File: src/hw/rtl/set_assoc_cache_fifo_tags_core_macros.svh
// assertion macros for the set associative cache tag core
// used by the top level only; expects clk and arst_n in scope
`ifndef SET_ASSOC_CACHE_FIFO_TAGS_CORE_MACROS_SVH
`define SET_ASSOC_CACHE_FIFO_TAGS_CORE_MACROS_SVH

// same-cycle implication
`define SACF_ASSERT_NOW(lbl, ante, cons, msg) lbl: assert property (@(posedge clk) disable iff (!arst_n) (ante) |-> (cons)) else $error(msg);

// next-cycle implication
`define SACF_ASSERT_NEXT(lbl, ante, cons, msg) lbl: assert property (@(posedge clk) disable iff (!arst_n) (ante) |=> (cons)) else $error(msg);

`endif

File: src/hw/rtl/sacf_pkg.sv
// shared types, constants and helpers of the cache tag core
// no dependencies
package sacf_pkg;

	localparam int ADDR_W  = 64;
	localparam int BYTES_W = 7;
	localparam int CNT_W   = 48;
	localparam int QDEPTH  = 2;

	localparam logic OP_READ  = 1'b0;
	localparam logic OP_WRITE = 1'b1;

	typedef logic [CNT_W-1:0] cnt_t;

	typedef struct packed {
		logic [ADDR_W-1:0]  address;
		logic               operation;
		logic [BYTES_W-1:0] access_bytes;
	} req_t;

	typedef struct packed {
		logic              hit;
		logic              writeback_valid;
		logic [ADDR_W-1:0] writeback_address;
		logic [ADDR_W-1:0] fill_address;
		cnt_t              read_accesses_total;
		cnt_t              write_accesses_total;
		cnt_t              read_misses_total;
		cnt_t              write_misses_total;
		cnt_t              bytes_read_total;
		cnt_t              bytes_written_total;
		cnt_t              writebacks_total;
	} rsp_t;

	typedef enum logic [1:0] {
		BK_CLEAR,
		BK_IDLE,
		BK_LOOKUP
	} back_state_t;

	function automatic cnt_t sat_add(cnt_t a, logic [BYTES_W-1:0] b);
		logic [CNT_W:0] s;
		s = {1'b0, a} + {{(CNT_W + 1 - BYTES_W){1'b0}}, b};
		return s[CNT_W] ? {CNT_W{1'b1}} : s[CNT_W-1:0];
	endfunction

endpackage

File: src/hw/rtl/sacf_front.sv
// front end: takes access beats and holds them in a short queue
// depends on sacf_pkg
module sacf_front (
	input  logic          clk,
	input  logic          arst_n,
	input  logic          req_valid,
	output logic          req_stall,
	input  sacf_pkg::req_t req,
	output logic          q_valid,
	input  logic          q_pop,
	output sacf_pkg::req_t q_head
);
	import sacf_pkg::*;

	localparam int PW = (QDEPTH > 1) ? $clog2(QDEPTH) : 1;
	localparam int CW = $clog2(QDEPTH + 1);

	req_t          fifo_q [QDEPTH];
	logic [PW-1:0] wr_ptr_q, rd_ptr_q;
	logic [CW-1:0] count_q;
	logic          push;

	assign req_stall = (count_q == CW'(QDEPTH));
	assign push      = req_valid && !req_stall;
	assign q_valid   = (count_q != '0);
	assign q_head    = fifo_q[rd_ptr_q];

	always_ff @(posedge clk or negedge arst_n) begin
		if (!arst_n) begin
			wr_ptr_q <= '0;
			rd_ptr_q <= '0;
			count_q  <= '0;
		end else begin
			if (push) begin
				wr_ptr_q <= (wr_ptr_q == PW'(QDEPTH - 1)) ? '0 : wr_ptr_q + 1'b1;
			end
			if (q_pop) begin
				rd_ptr_q <= (rd_ptr_q == PW'(QDEPTH - 1)) ? '0 : rd_ptr_q + 1'b1;
			end
			case ({push, q_pop})
				2'b10:   count_q <= count_q + 1'b1;
				2'b01:   count_q <= count_q - 1'b1;
				default: count_q <= count_q;
			endcase
		end
	end

	always_ff @(posedge clk) begin
		if (push) begin
			fifo_q[wr_ptr_q] <= req;
		end
	end

endmodule

File: config.mk
export PLATFORM = sky130hd
export DESIGN_NAME = sacf_front
export DESIGN_NICKNAME = d
export VERILOG_FILES = /design/src/hw/rtl/set_assoc_cache_fifo_tags_core_macros.svh /design/src/hw/rtl/sacf_pkg.sv /design/src/hw/rtl/sacf_front.sv
export SDC_FILE = /design/constraint.sdc
export NUM_CORES = 1
export LEC_CHECK = 0
export ABC_CLOCK_PERIOD_IN_PS = 5500
export BUFFER_PORTS_ARGS = -buffer_cell sky130_fd_sc_hd__clkbuf_2
export CORE_MARGIN = 2
export CORE_UTILIZATION = 35
export CTS_CLUSTER_DIAMETER = 30
export CTS_CLUSTER_SIZE = 28
export DETAILED_ROUTE_END_ITERATION = 10
export RECOVER_POWER = 100
export SKIP_CTS_REPAIR_TIMING = 1
export SYNTH_ARGS = -nofsm -noshare
export SYNTH_HDL_FRONTEND = slang
export SYNTH_SLANG_ARGS = --single-unit
export TNS_END_PERCENT = 30
File: constraint.sdc
create_clock -name clk -period 5.5 [get_ports clk]
set_input_delay 1.375 -clock clk [delete_from_list [all_inputs] [get_ports clk]]
set_output_delay 1.375 -clock clk [all_outputs]
set_load 0.01 [all_outputs]
Word level (Yosys, flattened, before mapping)
Memory sizes are Yosys's and may differ from the RTL's.
Cells that the tools add are included.
{"block": "word_totals", "reg_bits": 4, "mem_bits_rw": 144, "word_cells": 20, "n_memories": 1}
{"memory": "fifo_q", "words": 2, "width": 72, "rd": 1, "rd_clocked_by_memory_dff": 0, "wr": 1, "line_no": "sacf_front.sv:18", "rtl": "req_t fifo_q [QDEPTH];"}
{"block": "op_classes", "n_addsub": 4, "n_eq_ne": 3, "n_mux": 5, "reduce_logical": 4}
{"op": "$eq A2 B2 Y1 const B", "n": 2}
{"op": "$mux W1", "n": 4}
{"op": "$pmux W2 S2", "n": 1}
{"op": "$reduce_bool A2 Y1", "n": 2}
{"op": "$add A1 B1 Y1 const B", "n": 2}
{"op": "$add A2 B1 Y2 const B", "n": 1}
{"op": "$eq A2 B1 Y1 const B", "n": 1}
{"op": "$sub A2 B1 Y2 const B", "n": 1}
{"op": "$logic_and A1 B1 Y1", "n": 1}
{"op": "$logic_not A1 Y1", "n": 1}

Logic depth before layout (Yosys ltp)
Gate-level depths: netlist of run 1.
{"block": "depth", "depth_word": 5, "ltp_mapped": 6, "depth_no_buf": 6}

Worst setup path after synthesis of run 1
Ideal clock, no wire load.
{"block": "synth_path", "path_type": "input to register", "start": "in req_valid", "end": "mem fifo_q[0][0] (netlist bit) (enable)", "setup_time_ps": 502, "arrival_time_ps": 4475, "required_time_ps": 4998, "slack_ps": 523, "stages": 2, "path_cell_list": "nand2_1 -> nor2_1"}
{"block": "synth_via", "elab_chain_len": 3}
{"item": "start: declaration", "line_no": "sacf_front.sv:6", "rtl": "input logic req_valid,"}
{"item": "$logic_and A1 B1 Y1", "line_no": "sacf_front.sv:24", "rtl": "assign push = req_valid && !req_stall;"}
{"item": "$mux W1", "line_no": "sacf_front.sv:49", "rtl": "if (push) begin"}
{"item": "$mux W1 (not written as such)", "line_no": "sacf_front.sv:50", "rtl": "fifo_q[wr_ptr_q] <= req;"}
{"item": "end: declaration", "line_no": "sacf_front.sv:18"}
No other way between the ends.

Final worst setup path of run 1
{"block": "layout_path", "start": "in req_valid", "end": "mem fifo_q[1][25] (netlist bit) (enable)"}
The elaborated chain is that of the path after synthesis.

==> out/metrics.cfg, run 1 <==
[job]
cap_viol_max_count=2

[critical_path]
critPathTopFamily=simple AND/OR/NAND/NOR gates
cp_slowest_stage_delay_ns=2.57
worstPathArrival_ns=4.07
worst-r2r-cell-count=2
endpoint_kind=flop
worstPathCellList=clkbuf_1 > and3_1
worstSetupPathType=in2reg
critPathMaxFanout=72
rr_endpoint=fifo_q[1][25]
slowest_stage=and3_1
critPathBufInv=1
reg2reg_slack_ns=1.85
r2r_start=count_q[0]
crit_required_ns=5.43
critPathLaunchType=primary input

[yosys]
yosys.area.top_type_share=0.7539
ys.flop_type=edfxtp_1
syn_area_um2=5736
synth-async-reset-ratio=0.02703
synth_edf_count=144
yosys_warnings=0
synth_nets=318
ys_seq_area_frac=0.7714
synth_common_cells=144 x edfxtp_1, 69 x mux2_4, 7 x buf_12
synthTopCellsByArea=edfxtp_1 75%, mux2_4 18%, buf_12 2.4%
synth.most_common_cell=edfxtp_1
synth_seq_cells=148
avgSynthCellArea_um2=23.80
syn-instance-count=241
yosysUniqueCellTypes=15
synth.largest_area_cell=edfxtp_1

[sta]
period_share=0.7522
whs_ns=0.5053
hold_viol=0
finClkSkew_ns=0.006353
rsz0062_at_grt=no
finalCriticalPeriod_ns=4.137
drv_slew=140
setup_tns_ns=0
maxSlewHeadroom=-1.337
worst_pin_slew_ns=3.505
final-setup-viol-count=0
clock.fmax_mhz=241.7

[placement]
io_buffers=149
dpl.hpwl_um=6210
place_congestion=0.6689

[final_layout]
post-route-util=0.4358
synthToLayoutAreaGrowth_pct=21.14
drive_above_1_share=0.2998
diodes=0
num-nets-final=481

[power_and_ir_drop]
switchingPower_w=0.001070
combPwrFrac=0.230
power_density_nw_per_um2=556.4
p_clk_frac=0.332
switching_share=0.2768
power_leakage_nw=2.488
p_seq_frac=0.438
ir_worst_vdd_mv=0.4798
p_int_w=0.002796

[floorplanning]
coreArea_um2=15940
die_h_um=132.0
rows=46
die_area_um2=17430
die_w_um=132.0
ios=150
initial_core_util=0.3598

[drt]
drc=0
vias=2746
wl_per_cell_um=15.68
ant_nets=0
avgViaCountPerCell=4.338
dr.pass1.iters=4
routed_wl_um=9927
first_iter_violations=98

[clock_tree]
cts_tree=yes
numCtsBuffers=17
clock_latency_ns=0.41
cts.clk_slew.worst_paths_ns=0.06
cts_buffer_depth=2
h-tree-depth=4
root_buffer=clkbuf_16
cts_sinks=148

[grt]
grt_util_all_layers=0.1150
grt_max_degree=73
grt_first_pass_wirelength_um=15220
overflow=0
antenna_found_initial=0
grt_pass1_vias=2940

[worst_hold_path]
hold_depth=1
hp-class=reg2reg
hold_end=count_q[1]
hold_path.startpoint=count_q[1]

[status]
violations=capacitance limit, slew limit
outcome=finished, violations left

[how the worst max path moves through the flow]
stage                          from       endpoint  slack [ns]  cells past startpoint
after floorplan           req_valid   fifo_q[0][0]        0.52                      2
after global placement     rd_ptr_q     q_head[30]        2.18                      3
after detailed placement   rd_ptr_q     q_head[23]        2.16                      3
after CTS                  rd_ptr_q     q_head[23]        1.70                      3
after global routing      req_valid  fifo_q[1][22]        1.09                      2
final                     req_valid  fifo_q[1][25]        1.36                      2
[power groups by stage]
stage	sequential [W]	combinational [W]	clock, W
6_report	0.00169	0.000889	0.00128
5_1_grt	0.00173	0.000967	0.00137
4_1_cts	0.00172	0.00115	0.00132
3_5_place_dp	0.00174	0.00115	0
3_3_place_gp	0.00173	0.00114	0
2_1_floorplan	0.00164	0.000948	0
[kinds of logic after synthesis]
kind of cell	Yosys count	share of synthesized area
adders and majority gates	1	0.002181
DFF	148	0.7714
buffers and inverters	9	0.02705
xor gates and xnor gates	5	0.007637
muxes	72	0.1865
and+or+nand+nor	6	0.005238
[flip-flops by register name, indices dropped and copies added, names as in the netlist]
name	cells
fifo_q	144
count_q	2
rd_ptr_q	1
wr_ptr_q	1
[cells in the final DEF (no fill, tap or decap), drive strengths merged]
cell type	instances
and3	1
bufinv	6
clkbuf	171
clkinv	3
clkinvlp	2
dfrtp	4
edfxtp	144
ha	1
inv	3
mux2	72
nand2	1
nand2b	1
nor2	2
or2	1
xnor2	3
xor2	2
[stage by stage]
stage	setup WS (ns)	std cells	total power (W)	area (um2)
after detailed placement	2.156	601	0.002891	6639
after CTS	1.699	633	0.004192	7300
after floorplan	0.5228	241	0.002585	5736
after global routing	1.093	633	0.004065	6948
final	1.363	633	0.003866	6948
after global placement	2.180	601	0.002869	6639
[routing by layer]
layer / up-vias / GRT usage / wire, um
met3: 12 / 0.04652 / 653
li1: 1282 / - / -
met5: - / 0 / 0
met2: 95 / 0.1901 / 4905
met4: 0 / 0.05254 / 165
met1: 1357 / 0.1312 / 4203
[area by class of cell]
type / instances / area [um2]
fillers: 1477 / 8995
clock buffers: 19 / 432.9
clock inverters: 13 / 227.7
flip-flops and latches: 148 / 4428
repair buffers: 152 / 680.7
multi-input cells: 84 / 904.6
inverters: 1 / 3.754
well taps: 216 / 270.3
(Power assumes the default switching activity.)
==> run 2: changes to the inputs <==
--- a/config.mk
+++ b/config.mk
@@ -5,7 +5,7 @@
 export SDC_FILE = /design/constraint.sdc
 export NUM_CORES = 1
 export LEC_CHECK = 0
-export ABC_CLOCK_PERIOD_IN_PS = 5500
+export ABC_CLOCK_PERIOD_IN_PS = 3850
 export BUFFER_PORTS_ARGS = -buffer_cell sky130_fd_sc_hd__clkbuf_2
 export CORE_MARGIN = 2
 export CORE_UTILIZATION = 35
==> constraint.sdc (replaced) <==
create_clock -name clk -period 3.85 [get_ports clk]
set_input_delay 0.9625 -clock clk [delete_from_list [all_inputs] [get_ports clk]]
set_output_delay 0.9625 -clock clk [all_outputs]
set_load 0.01 [all_outputs]
==> run 2 against run 1 <==
The run still ends with capacitance limit, slew limit left. Core utilization decreased by 0.13 points. Global-route usage increased by 0.38 points. Wire length rose by 0.54%. Power rose by 40%. Cell area decreased by 0.31%. Register-to-register slack got worse by 0.83 ns. Sequential cell count unchanged. Cell count fell by 0.16%. Critical path type is now reg2out. Largest power group unchanged.
==> out/metrics.cfg, run 2 (synthesized netlist as in run 1, its figures left out) <==
[status]
outcome=finished, violations left
violations=capacitance limit, slew limit

[final_layout]
num-nets-final=482  ; +0.21%
post-route-util=0.4345  ; -0.001334
drive_above_1_share=0.3029  ; +0.003124
final_cell_mix=144 x edfxtp_1, 88 x clkbuf_2, 65 x mux2_1
reg_top3=fifo_q: 144 flops, count_q: 2 flops
fillCellCount=1494  ; +1.2%
diodes=0  ; unchanged
design_area_um2=6927  ; -0.31%
top_register=fifo_q
final_common_cell=edfxtp_1
largest_reg_flops=144  ; unchanged
synthToLayoutAreaGrowth_pct=20.77

[drt]
dr.pass1.iters=4  ; unchanged
wl_met2_um=5105  ; +4.1%
drc=0  ; unchanged
first_iter_violations=94  ; -4.1%
avgViaCountPerCell=4.307  ; -0.72%
wl_per_cell_um=15.79  ; +0.70%
vias=2722  ; -0.87%
ant_nets=0  ; unchanged
wl_met3_um=708  ; +8.4%
met1_length_um=3996  ; -4.9%
top_layer_used=met4
routed_wl_um=9981  ; +0.54%

[placement]
placed_area_um2=6671  ; +0.49%
place_congestion=0.7056  ; +5.5%
pre_cts_ws_ns=1.336  ; -0.8199 ns
dpl.hpwl_um=6577  ; +5.9%
io_buffers=149  ; unchanged

[sta]
finalWorstSetupSlack_ns=0.7418  ; -0.6213 ns
rsz0062_at_grt=no
hold_viol=0  ; unchanged
maxSlewHeadroom=-0.4651  ; +0.8719
finClkSkew_ns=0.006281  ; -0.00007181 ns
final-setup-viol-count=0  ; unchanged
period_share=0.8073
clock.fmax_mhz=321.7
setup_tns_ns=0  ; unchanged
drv_slew=147  ; +5.0%
worst_pin_slew_ns=2.198  ; -1.308 ns
finalCriticalPeriod_ns=3.108
whs_ns=0.3708  ; -0.1345 ns

[job]
cap_viol_max_count=3  ; +1

[clock_tree]
clock_latency_ns=0.41  ; about the same
cts_sinks=148  ; unchanged
cts_tree=yes
root_buffer=clkbuf_16
numCtsBuffers=17  ; unchanged
h-tree-depth=4  ; unchanged
cts_buffer_depth=2  ; unchanged
cts.clk_slew.worst_paths_ns=0.05  ; about the same

[floorplanning]
coreArea_um2=15940  ; unchanged
initial_core_util=0.3598  ; unchanged
die_w_um=132.0  ; unchanged
rows=46  ; unchanged
ios=150  ; unchanged
die_area_um2=17430  ; unchanged
die_h_um=132.0  ; unchanged

[critical_path]
worstPathCellList=clkbuf_4 > mux2_1 > clkbuf_2
worst-r2r-cell-count=4  ; +2
worstSetupPathType=reg2out
crit_cells=3  ; +1
worstPathArrival_ns=2.15  ; -1.92 ns
crit_required_ns=2.89  ; -2.54 ns
critPathTopFamily=buffers and inverters
cp_slowest_stage_delay_ns=0.59  ; -1.98 ns
critPathBufInv=2  ; +1
critPathLaunchType=flop
endpoint_kind=primary output
critPathMaxFanout=36  ; -50%
slowest_stage=dfrtp_4

[grt]
grt_max_degree=73  ; unchanged
grt_util_all_layers=0.1189  ; +0.003844
overflow=0  ; unchanged
grt_first_pass_wirelength_um=15420  ; +1.3%
grt_pass1_vias=2969  ; +0.99%
antenna_found_initial=0  ; unchanged

[power_and_ir_drop]
ir_worst_vdd_mv=0.3559  ; -26%
power_density_nw_per_um2=782.1  ; +41%
power_leakage_nw=2.478  ; -0.42%

[worst_hold_path]
hp-class=in2async

-- run 2: cell types whose count changed in the layout (fill, tap and decap cells not counted), sizes merged --
cell / previous run / this run
inv: 3 / 1
clkbuf: 171 / 170
bufinv: 6 / 5
clkinv: 3 / 6
-- run 2: power breakdown --
| part | switching (W) | internal [W] | total (W) |
|---|---|---|---|
| Sequential | 0.000125 | 0.00223 | 0.00235 |
| Combinational | 0.000784 | 0.000555 | 0.00134 |
| Clock | 0.000595 | 0.00113 | 0.00172 |
-- run 2: final timing paths --
kind | endpoint | slack, ns | from
max | q_head[14] | 0.74 | rd_ptr_q
min | count_q[1] | 0.37 | arst_n
max reg2reg | fifo_q[0][59] | 1.02 | count_q[0]
min reg2reg | count_q[1] | 0.49 | count_q[1]
max in group asynchronous | rd_ptr_q | 3.28 | arst_n
min in group clk | count_q[1] | 0.49 | count_q[1]
-- run 2: worst register-to-register path: stages (launching register included) --
cell      delay, ns
dfrtp_1        0.40
nand2b_1       0.16
nand2_1        0.14
nor2_4         0.11
clkbuf_1       1.57
-- run 2: final cells by class --
| type | count | area [um2] | share of cell area |
|---|---|---|---|
| Clock buffer | 17 | 425.4 | 0.06142 |
| Clock inverter | 13 | 190.2 | 0.02746 |
| Inverter | 1 | 3.754 | 0.0005419 |
| Multi-Input combinational cell | 84 | 920.9 | 0.1329 |
| Sequential cell | 148 | 4428 | 0.6393 |
| Tap cell | 216 | 270.3 | 0.03902 |
| Timing Repair Buffer | 153 | 688.2 | 0.09935 |
-- run 2: per-layer routing --
| metal | global-route usage | vias to the layer above |
|---|---|---|
| met5 | 0 | - |
| met3 | 0.05383 | 12 |
| met2 | 0.1968 | 95 |
| li1 | - | 1278 |
| met1 | 0.1307 | 1337 |
| met4 | 0.05616 | 0 |
-- run 2: stage by stage --
step | power, W | cells
after floorplan | 0.003684 | 241
after global placement | 0.004121 | 602
after detailed placement | 0.004151 | 602
after CTS | 0.005891 | 632
after global routing | 0.005704 | 632
final | 0.005417 | 632
==> run 3: changes to the inputs <==
--- a/config.mk
+++ b/config.mk
@@ -5,7 +5,7 @@
 export SDC_FILE = /design/constraint.sdc
 export NUM_CORES = 1
 export LEC_CHECK = 0
-export ABC_CLOCK_PERIOD_IN_PS = 3850
+export ABC_CLOCK_PERIOD_IN_PS = 3000
 export BUFFER_PORTS_ARGS = -buffer_cell sky130_fd_sc_hd__clkbuf_2
 export CORE_MARGIN = 2
 export CORE_UTILIZATION = 35
==> constraint.sdc (replaced) <==
create_clock -name clk -period 3 [get_ports clk]
set_input_delay 0.75 -clock clk [delete_from_list [all_inputs] [get_ports clk]]
set_output_delay 0.75 -clock clk [all_outputs]
set_load 0.01 [all_outputs]
==> run 3 against run 2 <==
The flow still finishes with violations (capacitance limit, slew limit). Setup slack got worse by 0.30 ns. Critical path depth is the same. Sequential cell count is the same. Combinational power grew 35%. Die area unchanged. Non-clock buffer count up 1. First-iteration DRC count is 24% higher. Core utilization decreased by 0.25 points. Highest routed layer is now met5.
==> out/metrics.cfg, run 3 (synthesized netlist as in run 1, its figures left out) <==
[final_layout]
post-route-util=0.4320  ; -0.002512
final_cell_mix=144 x edfxtp_1, 94 x clkbuf_2, 67 x mux2_1
largest_reg_flops=144  ; unchanged
finalNonFillerCells=635  ; +0.47%
fillCellCount=1524  ; +2.0%
diodes=0  ; unchanged
num-nets-final=483  ; +0.21%
final_common_cell=edfxtp_1
multi_input_area_um2=912.1  ; -0.95%
synthToLayoutAreaGrowth_pct=20.07
reg_top3=fifo_q: 144 flops, count_q: 2 flops
drive_above_1_share=0.3055  ; +0.002605
top_register=fifo_q
seqCellArea_um2=4428  ; unchanged

[drt]
wl_per_cell_um=15.55  ; -1.5%
drc=0  ; unchanged
first_iter_violations=117  ; +24%
ant_nets=0  ; unchanged
dr.pass1.iters=3  ; -1
routed_wl_um=9876  ; -1.1%
vias=2755  ; +1.2%
avgViaCountPerCell=4.339  ; +0.73%

[grt]
grt_busiest_layer=met2
antenna_found_initial=1  ; +1
grt_util_all_layers=0.1176  ; -0.001295
grt_pass1_vias=2949  ; -0.67%
grtUsageMet1=0.1323  ; +0.001662
overflow=0  ; unchanged
met2_usage=0.1924  ; -0.004340
grt_use_met3=0.04883  ; -0.004998
grt_first_pass_wirelength_um=15370  ; -0.36%
grt_max_degree=53  ; -27%

[placement]
dpl.hpwl_um=6337  ; -3.7%
place_congestion=0.6483  ; -8.1%
io_buffers=149  ; unchanged
placed_cells=603  ; +0.17%

[floorplanning]
ios=150  ; unchanged
initial_core_util=0.3598  ; unchanged
die_h_um=132.0  ; unchanged
rows=46  ; unchanged
die_area_um2=17430  ; unchanged
coreArea_um2=15940  ; unchanged
die_w_um=132.0  ; unchanged

[status]
outcome=finished, violations left
violations=capacitance limit, slew limit

[sta]
finClkSkew_ns=0.005279  ; -0.001002 ns
final-setup-viol-count=0  ; unchanged
finalCriticalPeriod_ns=2.559
period_share=0.8529
hold_viol=0  ; unchanged
rsz0062_at_grt=no
maxSlewHeadroom=-0.02495  ; +0.4401
clock.fmax_mhz=390.8
setup_tns_ns=0  ; unchanged
whs_ns=0.1584  ; -0.2124 ns
worst_pin_slew_ns=1.537  ; -0.6602 ns
drv_slew=30  ; -80%

[critical_path]
critPathMaxFanout=48  ; +33%
crit_required_ns=2.25  ; -0.64 ns
worstPathArrival_ns=1.81  ; -0.34 ns
worstSetupPathType=reg2out
endpoint_kind=primary output
critPathLaunchType=flop

[power_and_ir_drop]
power_leakage_nw=2.471  ; -0.30%
power_density_nw_per_um2=975.7  ; +25%
power_w=0.006719  ; +24%
ir_worst_vdd_mv=0.5597  ; +57%

[clock_tree]
h-tree-depth=4  ; unchanged
cts_sinks=148  ; unchanged
root_buffer=clkbuf_16
numCtsBuffers=17  ; unchanged
cts_buffer_depth=2  ; unchanged
clock_latency_ns=0.41  ; about the same
cts_tree=yes
cts.clk_slew.worst_paths_ns=0.06  ; about the same

[worst_hold_path]
hp-class=in2async

[job]
cap_viol_max_count=1  ; -2

## run 3: cell count changes in the layout (fill, tap and decap cells not counted), sizes merged
cell,previous run,this run
clkinvlp,2,1
inv,1,2
bufinv,5,2
clkbuf,170,171
clkinv,6,8
buf,0,3
## run 3: through the flow
step | area [um2] | setup slack [ns]
2_1_floorplan | 5743 | 0.08727
3_3_place_gp | 6679 | 0.9190
3_5_place_dp | 6679 | 0.8911
4_1_cts | 7228 | 0.4680
5_1_grt | 6887 | 0.2719
6_report | 6887 | 0.4412
## run 3: worst paths after layout
kind                            start       endpoint  slack [ns]  cells after the start
max                          rd_ptr_q     q_head[50]        0.44                      3
min                            arst_n     count_q[1]        0.16                      1
max reg2reg                count_q[0]  fifo_q[1][11]        0.50                      3
min reg2reg                count_q[1]     count_q[1]        0.51                      1
max in group asynchronous      arst_n       rd_ptr_q        2.63                      1
min in group clk           count_q[1]     count_q[1]        0.51                      1
## run 3: power breakdown
part	internal, W	switching, W	leakage [nW]
Clock	0.00121	0.000755	0.263
Combinational	0.000730	0.00108	0.824
Sequential	0.00285	0.000104	1.38
## run 3: per-layer routing
layer  vias to the layer above  share of wire  routed length [um]
li1                       1287              -                   -
met1                      1356           0.42                4119
met2                        92           0.49                4847
met3                        18          0.071                 703
met4                         2          0.020                 199
met5                         -        0.00071                   7
## run 3: layout make-up
type                    instances  share of cell area
flip-flops and latches        148              0.6430
multi-input cells              84              0.1324
repair buffers                154              0.1050
clock buffers                  20             0.06341
well taps                     216             0.03924
clock inverters                12             0.01635
inverters                       1           0.0005451
## run 3: worst max-delay path, stage by stage, from the launching register on
cell	delay (ns)
dfrtp_4	0.41
buf_6	0.37
mux2_2	0.40
clkbuf_1	0.15
